==> src/design/krt_pkg.sv <==
// Shared types, constants and command codes for the keyed record table.
package krt_pkg;

    localparam int CAPACITY = 64;
    localparam int IDX_W    = $clog2(CAPACITY);
    localparam int CNT_W    = $clog2(CAPACITY + 1);
    localparam int REC_W    = 96;

    typedef enum logic [2:0] {
        CMD_INSERT = 3'd0,
        CMD_LOOKUP = 3'd1,
        CMD_UPDATE = 3'd2,
        CMD_DELETE = 3'd3,
        CMD_LIST   = 3'd4
    } cmd_t;

    typedef enum logic [2:0] {
        ST_OK        = 3'd0,
        ST_NOT_FOUND = 3'd1,
        ST_DUPLICATE = 3'd2,
        ST_FULL      = 3'd3,
        ST_INVALID   = 3'd4,
        ST_EMPTY     = 3'd5
    } status_t;

    // Commands from the controller to the datapath.
    typedef struct packed {
        logic             load_in;     // capture the input transfer
        logic             clr_idx;     // scan index to zero
        logic             inc_idx;     // scan index plus one
        logic             rd_en;       // read the record at the scan index
        logic             rd_next;     // read at scan index plus one
        logic             wr_en;       // write a record
        logic [1:0]       wr_sel;      // 0 append, 1 update at idx, 2 shift to idx
        logic             cnt_inc;
        logic             cnt_dec;
        logic             save_hit;    // keep the record just read
        logic             out_load;    // load the result register
        logic [2:0]       out_status;
        logic [1:0]       out_src;     // 0 zeros, 1 read data, 2 input, 3 saved
        logic             out_last;
    } krt_cmd_t;

    // Status from the datapath to the controller.
    typedef struct packed {
        logic [2:0]       command;
        logic             key_match;   // read data key equals input key
        logic             bad_value;   // negative amount or price
        logic             cnt_zero;
        logic             cnt_full;
        logic             idx_at_end;  // scan index equals fill count
        logic             idx_at_last; // scan index plus one equals fill count
    } krt_stat_t;

endpackage

==> src/design/krt_ctrl.sv <==
// Controller state machine sequencing search, list, delete shift and result delivery.
module krt_ctrl
    import krt_pkg::*;
(
    input  logic      aclk,
    input  logic      aresetn,
    input  logic      s_tvalid,
    output logic      s_tready,
    output logic      m_tvalid,
    input  logic      m_tready,
    output krt_cmd_t  cmd,
    input  krt_stat_t stat
);
    typedef enum logic [8:0] {
        S_IDLE   = 9'b000000001,
        S_DECIDE = 9'b000000010,
        S_RD     = 9'b000000100,
        S_CHK    = 9'b000001000,
        S_LREAD  = 9'b000010000,
        S_LOUT   = 9'b000100000,
        S_SHRD   = 9'b001000000,
        S_SHWR   = 9'b010000000,
        S_WAIT   = 9'b100000000
    } state_t;

    state_t state_reg, state_next;
    logic   mval_reg, mval_next;

    assign s_tready = (state_reg == S_IDLE) && !mval_reg;
    assign m_tvalid = mval_reg;

    always_comb begin
        state_next = state_reg;
        mval_next  = mval_reg && !m_tready;
        cmd        = '0;
        unique case (state_reg)
            S_IDLE: begin
                if (s_tvalid && s_tready) begin
                    cmd.load_in = 1'b1;
                    cmd.clr_idx = 1'b1;
                    state_next  = S_DECIDE;
                end
            end
            S_DECIDE: begin
                cmd.out_last = 1'b1;
                if (stat.command > 3'(CMD_LIST)) begin
                    cmd.out_load = 1'b1;
                    cmd.out_status = ST_INVALID;
                end else if (stat.command == 3'(CMD_INSERT) && stat.cnt_full) begin
                    cmd.out_load = 1'b1;
                    cmd.out_status = ST_FULL;
                end else if (stat.command != 3'(CMD_INSERT) && stat.cnt_zero) begin
                    cmd.out_load = 1'b1;
                    cmd.out_status = ST_EMPTY;
                end else if (stat.command == 3'(CMD_LIST)) begin
                    cmd.rd_en  = 1'b1;
                    state_next = S_LREAD;
                end else if (stat.idx_at_end) begin
                    state_next = S_CHK;  // insert into an empty table
                end else begin
                    cmd.rd_en  = 1'b1;
                    state_next = S_CHK;
                end
                if (cmd.out_load) begin
                    mval_next  = 1'b1;
                    state_next = S_IDLE;
                end
            end
            S_RD: begin
                cmd.rd_en  = 1'b1;
                state_next = S_CHK;
            end
            S_CHK: begin
                // Read data holds the record at the scan index unless the index is at the end.
                cmd.out_last = 1'b1;
                if (stat.idx_at_end) begin
                    cmd.out_load = 1'b1;
                    if (stat.command != 3'(CMD_INSERT)) begin
                        cmd.out_status = ST_NOT_FOUND;
                    end else if (stat.bad_value) begin
                        cmd.out_status = ST_INVALID;
                    end else begin
                        cmd.out_status = ST_OK;
                        cmd.out_src    = 2'd2;
                        cmd.wr_en      = 1'b1;
                        cmd.wr_sel     = 2'd0;
                        cmd.cnt_inc    = 1'b1;
                    end
                    mval_next  = 1'b1;
                    state_next = S_IDLE;
                end else if (stat.key_match) begin
                    unique case (stat.command)
                        3'(CMD_INSERT): begin
                            cmd.out_load   = 1'b1;
                            cmd.out_status = ST_DUPLICATE;
                            mval_next  = 1'b1;
                            state_next = S_IDLE;
                        end
                        3'(CMD_UPDATE): begin
                            cmd.out_load   = 1'b1;
                            cmd.out_status = ST_OK;
                            cmd.out_src    = 2'd2;
                            cmd.wr_en      = 1'b1;
                            cmd.wr_sel     = 2'd1;
                            mval_next  = 1'b1;
                            state_next = S_IDLE;
                        end
                        3'(CMD_DELETE): begin
                            cmd.save_hit = 1'b1;
                            if (stat.idx_at_last) begin
                                cmd.out_load   = 1'b1;
                                cmd.out_status = ST_OK;
                                cmd.out_src    = 2'd1;
                                cmd.cnt_dec    = 1'b1;
                                mval_next  = 1'b1;
                                state_next = S_IDLE;
                            end else begin
                                cmd.rd_en   = 1'b1;
                                cmd.rd_next = 1'b1;
                                state_next  = S_SHWR;
                            end
                        end
                        default: begin
                            cmd.out_load   = 1'b1;
                            cmd.out_status = ST_OK;
                            cmd.out_src    = 2'd1;
                            mval_next  = 1'b1;
                            state_next = S_IDLE;
                        end
                    endcase
                end else begin
                    cmd.inc_idx = 1'b1;
                    state_next  = S_RD;
                end
            end
            S_SHRD: begin
                cmd.rd_en   = 1'b1;
                cmd.rd_next = 1'b1;
                state_next  = S_SHWR;
            end
            S_SHWR: begin
                // Move the next record down into the slot at the scan index.
                cmd.wr_en   = 1'b1;
                cmd.wr_sel  = 2'd2;
                cmd.inc_idx = 1'b1;
                if (stat.idx_at_last) begin
                    // The slot at the old last index is spare now, so the delete is done.
                    cmd.out_load   = 1'b1;
                    cmd.out_status = ST_OK;
                    cmd.out_src    = 2'd3;
                    cmd.out_last   = 1'b1;
                    cmd.cnt_dec    = 1'b1;
                    mval_next      = 1'b1;
                    state_next     = S_IDLE;
                end else begin
                    state_next = S_SHRD;
                end
            end
            S_LREAD: begin
                cmd.out_load   = 1'b1;
                cmd.out_status = ST_OK;
                cmd.out_src    = 2'd1;
                cmd.out_last   = stat.idx_at_last;
                cmd.inc_idx    = 1'b1;
                mval_next      = 1'b1;
                state_next     = S_LOUT;
            end
            S_LOUT: begin
                if (!mval_reg || m_tready) begin
                    if (stat.idx_at_end) begin
                        state_next = S_IDLE;
                    end else begin
                        cmd.rd_en  = 1'b1;
                        state_next = S_WAIT;
                    end
                end
            end
            S_WAIT: begin
                state_next = S_LREAD;
            end
            default: begin
                state_next = S_IDLE;
            end
        endcase
    end

    always_ff @(posedge aclk) begin
        if (!aresetn) begin
            state_reg <= S_IDLE;
            mval_reg  <= 1'b0;
        end else begin
            state_reg <= state_next;
            mval_reg  <= mval_next;
        end
    end
endmodule

==> config.mk <==
export PLATFORM = sky130hd
export DESIGN_NAME = krt_ctrl
export DESIGN_NICKNAME = d
export VERILOG_FILES = /design/src/design/krt_pkg.sv /design/src/design/krt_ctrl.sv
export SDC_FILE = /design/constraint.sdc
export NUM_CORES = 1
export LEC_CHECK = 0
export ABC_AREA = 1
export BUFFER_PORTS_ARGS = -buffer_cell sky130_fd_sc_hd__buf_2
export CAP_MARGIN = 15
export CORE_MARGIN = 8
export CORE_UTILIZATION = 52
export CTS_BUF_LIST = sky130_fd_sc_hd__clkbuf_4 sky130_fd_sc_hd__clkbuf_8 sky130_fd_sc_hd__clkbuf_16
export DETAILED_ROUTE_END_ITERATION = 6
export PLACE_DENSITY_LB_ADDON = 0.12
export SLEW_MARGIN = 0
export SYNTH_ARGS = -nofsm -noshare
export SYNTH_HDL_FRONTEND = slang
export SYNTH_SLANG_ARGS = --single-unit
==> constraint.sdc <==
create_clock -name aclk -period 2.24 [get_ports aclk]
set_clock_uncertainty 0.1 [all_clocks]
set_input_delay 0.112 -clock aclk [delete_from_list [all_inputs] [get_ports aclk]]
set_output_delay 0.112 -clock aclk [all_outputs]
set_load 0.02 [all_outputs]
# Word-level counts from Yosys, hierarchy flattened
# Index checks and enable logic that the tools add are counted.
[word_totals]
input_bits = 13
out_inout_bits = 20
elab_cells = 99
reg_bits = 10
[classes]
n_mux = 65
eq_ne = 17
magnitude_cmp = 1
n_reduce_logical = 14
[op_table]
columns = ["op", "count"]
rows = [
  ["$pmux W9 S9", 1],
  ["$mux W9", 8],
  ["$mux W8", 4],
  ["$mux W4", 6],
  ["$mux W1", 16],
  ["$mux W2", 8],
  ["$pmux W4 S4", 1],
  ["$mux W3", 5],
  ["$mux W7", 2],
  ["$mux W6", 2],
  ["$pmux W2 S3", 2],
  ["$mux W5", 2],
  ["$eq A9 B1 Y1 const B", 1],
  ["$eq A9 B2 Y1 const B", 1],
  ["$eq A9 B3 Y1 const B", 1],
  ["$eq A9 B4 Y1 const B", 1],
  ["$eq A9 B5 Y1 const B", 1],
  ["$eq A9 B6 Y1 const B", 1],
  ["$eq A9 B7 Y1 const B", 1],
  ["$eq A9 B8 Y1 const B", 1],
  ["$eq A9 B9 Y1 const B", 1],
  ["$ne A3 B3 Y1 const B", 3],
  ["$pmux W1 S4", 2],
  ["$pmux W4 S2", 1],
  ["15 further kinds", 25],
]

# Depth between registers and ports, before layout
[depth]
depth_word = 8
ltp_mapped = 10
depth_no_buf = 10

# Worst setup path after synthesis
# No wires, ideal clock.
[synth_timing]
path_kind = "register to output"
startpoint = "register state_reg[6]"
endpoint = "output port cmd[17] (netlist bit)"
path_stages_with_launch = 7
path_buffers = 1
arrival_time_ps = 1561
required_ps = 2028
slack_ps = 467
cell_sequence = "dfxtp_1 -> nor2_4 -> nand2_2 -> inv_1 -> nand3_2 -> nor3_1 -> buf_4"
[synth_rtl]
columns = ["item", "line", "rtl"]
rows = [
  ["start: declaration", "krt_ctrl.sv:26", "state_t state_reg, state_next;"],
  ["start signal: assignment", "krt_ctrl.sv:192", "state_reg <= state_next;"],
  ["end: declaration", "krt_ctrl.sv:11", "output krt_cmd_t cmd,"],
]

==> impl_metrics.csv <==
group,metric,value,unit
outcome,status,"completed",
synth,yosysSeqAreaShare,21.9,%
hold_path,worstHoldPathType,"in -> reg",
synth,syn-num-nets,172,
worst_setup_path,critical_path.max_fanout,6,
clock_network,cts-htree-levels,1,
cells_and_area,antenna_cells,0,
detailed_routing,drc,0,
floorplan,placeableCoreArea,0.00169,sq mm
clock_network,clk_path_buf_depth,2,
pwr,leakage,0.628,nW
synth,syn_inst,159,
cells_and_area,nFillCells,162,
placed_design,place_inst,207,
timing,max_clock_freq,509,MHz
clock_network,cts_tree,"built",
cells_and_area,nNetsFinal,209,
hold_path,holdPathStages,2,
cells_and_area,post-route-util,66.3,%
detailed_routing,vias,1103,
clock_network,path_clk_slew,0.06,ns
timing,report.final.slew_viol_count,0,
timing,worstMarginPinSlew,0.292,ns
pwr,finalPower,0.528,mW
pwr,ir_drop,0.377,mV
timing,rsz0062_at_grt,"no",
clock_network,cts_made_buffers,3,
detailed_routing,totalWireLength,2.47,mm
clock_network,cts_setup_buffers,0,
timing,finalSetupViolCount,0,
floorplan,ios,33,
placed_design,place_congestion,0.928,
synth,synthArstFlopShare,0,%
clock_network,clock_latency,0.26,ns
synth,syn_area,913,sq um
floorplan,chipWidth,57.9,um
detailed_routing,routedWlPerCell,11.7,um
floorplan,die_area,0.00335,sq mm
floorplan,start_util,54.1,%
global_routing,grt_pass1_wl,4.20,mm
timing,layout_min_cycle_time,1.96,ns
timing,fin_tns_setup,0,ns
detailed_routing,ant_nets,0,
worst_setup_path,worst-setup-path-type,"reg -> out",
cells_and_area,final_area,0.00112,sq mm
global_routing,antenna_found_initial,0,
worst_setup_path,arrival,1.75,ns
synth,synth_warnings,0,
synth,synthTopCellsByArea,"dfxtp_1 22%, nand2_1 15%, inv_1 11%",
global_routing,grt_max_degree,10,
flow_run,cap_violations,0,
clock_network,root_buffer,"clkbuf_4",
cells_and_area,largest_reg_flops,9,
timing,whs,0.0249,ns
cells_and_area,area_delta_synth_final,22.6,%
timing,setup_ws,0.276,ns
hold_path,holdCritStartpoint,"stat[0]",
synth,yosysTopAreaCellShare,21.9,%
timing,maxSlewHeadroom,80.5,%
floorplan,die_h,57.9,um
worst_setup_path,crit_path_start_kind,"register",
detailed_routing,first_iter_violations,30,
pwr,p_per_area,471,mW/mm^2
hold_path,whs_endpoint,"state_reg[6]",
placed_design,port_buffers,32,
synth,synth_area_per_cell,5.74,sq um
detailed_routing,vias_per_cell,5.23,
cells_and_area,stdcell_count,211,
timing,hold_viol,0,
placed_design,placed_cell_area,0.00109,sq mm
global_routing,grt_usage,15.5,%
global_routing,overflow,0,
synth,synth_top_cell_by_area,"dfxtp_1",
worst_setup_path,worst-r2r-cell-count,7,
synth,synth-main-ff-cell,"dfxtp_1",
synth,yosysUniqueCellTypes,25,
worst_setup_path,r2r_slack,0.71,ns
synth,ys_ff_latch,10,
global_routing,grt_pass1_vias,987,
cells_and_area,drive_gt1_share,27.3,%
worst_setup_path,startpoint,"state_reg[4]",
placed_design,dp_hpwl,2.04,mm
worst_setup_path,timing.rr.start,"state_reg[3]",
placed_design,place_ws,0.555,ns
detailed_routing,first_pass_iters,5,
worst_setup_path,endpoint_kind,"output pin",
clock_network,clkSinkCount,10,
worst_setup_path,r2r_end,"state_reg[4]",
worst_setup_path,required,2.03,ns
synth,synth_edf_count,0,
floorplan,rows,15,
timing,timing.final.crit_share,87.7,%
synth_stat cells, types with 2 or more instances:
| master | number |
|---|---|
| a21oi_1 | 6 |
| dfxtp_1 | 10 |
| inv_1 | 27 |
| inv_2 | 4 |
| nand2_1 | 37 |
| nand2_2 | 3 |
| nand3_1 | 15 |
| nand3b_1 | 3 |
| nand4_1 | 2 |
| nor2_1 | 25 |
| nor2_2 | 3 |
| nor2_4 | 4 |
| nor3_1 | 4 |
| nor3_4 | 2 |
| o21ai_0 | 4 |
worst max-delay path by stage:
stage,to,cells after the start
floorplan,cmd[17],6
global placement,cmd[14],8
detailed placement,cmd[8],10
CTS,cmd[8],10
global route,cmd[14],8
finish,cmd[8],10
cell usage in the layout (no fill, tap or decap), drive strengths merged, types with 2 or more instances in the layout:
cell type,netlist,routed
nor2,32,32
nand2,40,40
nand3b,3,3
inv,31,31
nor3,6,6
a21oi,7,7
nand4,2,2
o21ai,5,5
nand3,16,16
clkbuf,0,3
buf,1,32
dfxtp,10,10
metal layers:
| metal | track usage [%] | up-vias | routed length, um |
|---|---|---|---|
| met5 | 0 | - | 0 |
| met4 | 3.50 | 0 | 0 |
| met3 | 6.84 | 0 | 185 |
| met2 | 23.7 | 41 | 1100 |
| met1 | 19.4 | 489 | 1180 |
| li1 | - | 573 | - |
final cells by class:
type,count,area (sq um),area share [%]
Tap cell,17,21.3,1.90
Sequential cell,10,200,17.9
Clock buffer,3,22.5,2.01
Multi-Input combinational cell,116,586,52.3
Timing Repair Buffer,33,170,15.2
Inverter,32,120,10.7
cells by family after synthesis:
family                 share of synthesized area [%]
AND/OR/NAND/NOR                                 54.8
buffers and inverters                           14.0
AO/OA/AOI/OAI                                   9.32
flip-flops                                      21.9
critical path: stages (launching register included):
cell and delay (ns):
dfxtp_1 0.32, nor2_2 0.16, nand2_2 0.13, nor3_4 0.25, nand2_2 0.12, nor2_4 0.12
inv_2 0.06, nor2_4 0.07, nand2_1 0.05, nand2_1 0.05, buf_2 0.16
timing repair:
action                                  4_1_cts  5_1_grt
hold endpoints to repair                      1        0
hold buffers                                  1        0
endpoints found under the setup margin        0        0
gates resized for setup                       0        0
power by group:
group          switching [mW]  leakage [nW]  total [mW]  internal, mW
sequential             0.0113        0.0811       0.199         0.188
combinational           0.138         0.533       0.208        0.0706
clock                  0.0586        0.0138       0.121        0.0620
total                   0.207         0.628       0.528         0.320
No activity file was read; power rests on OpenSTA's default activity.
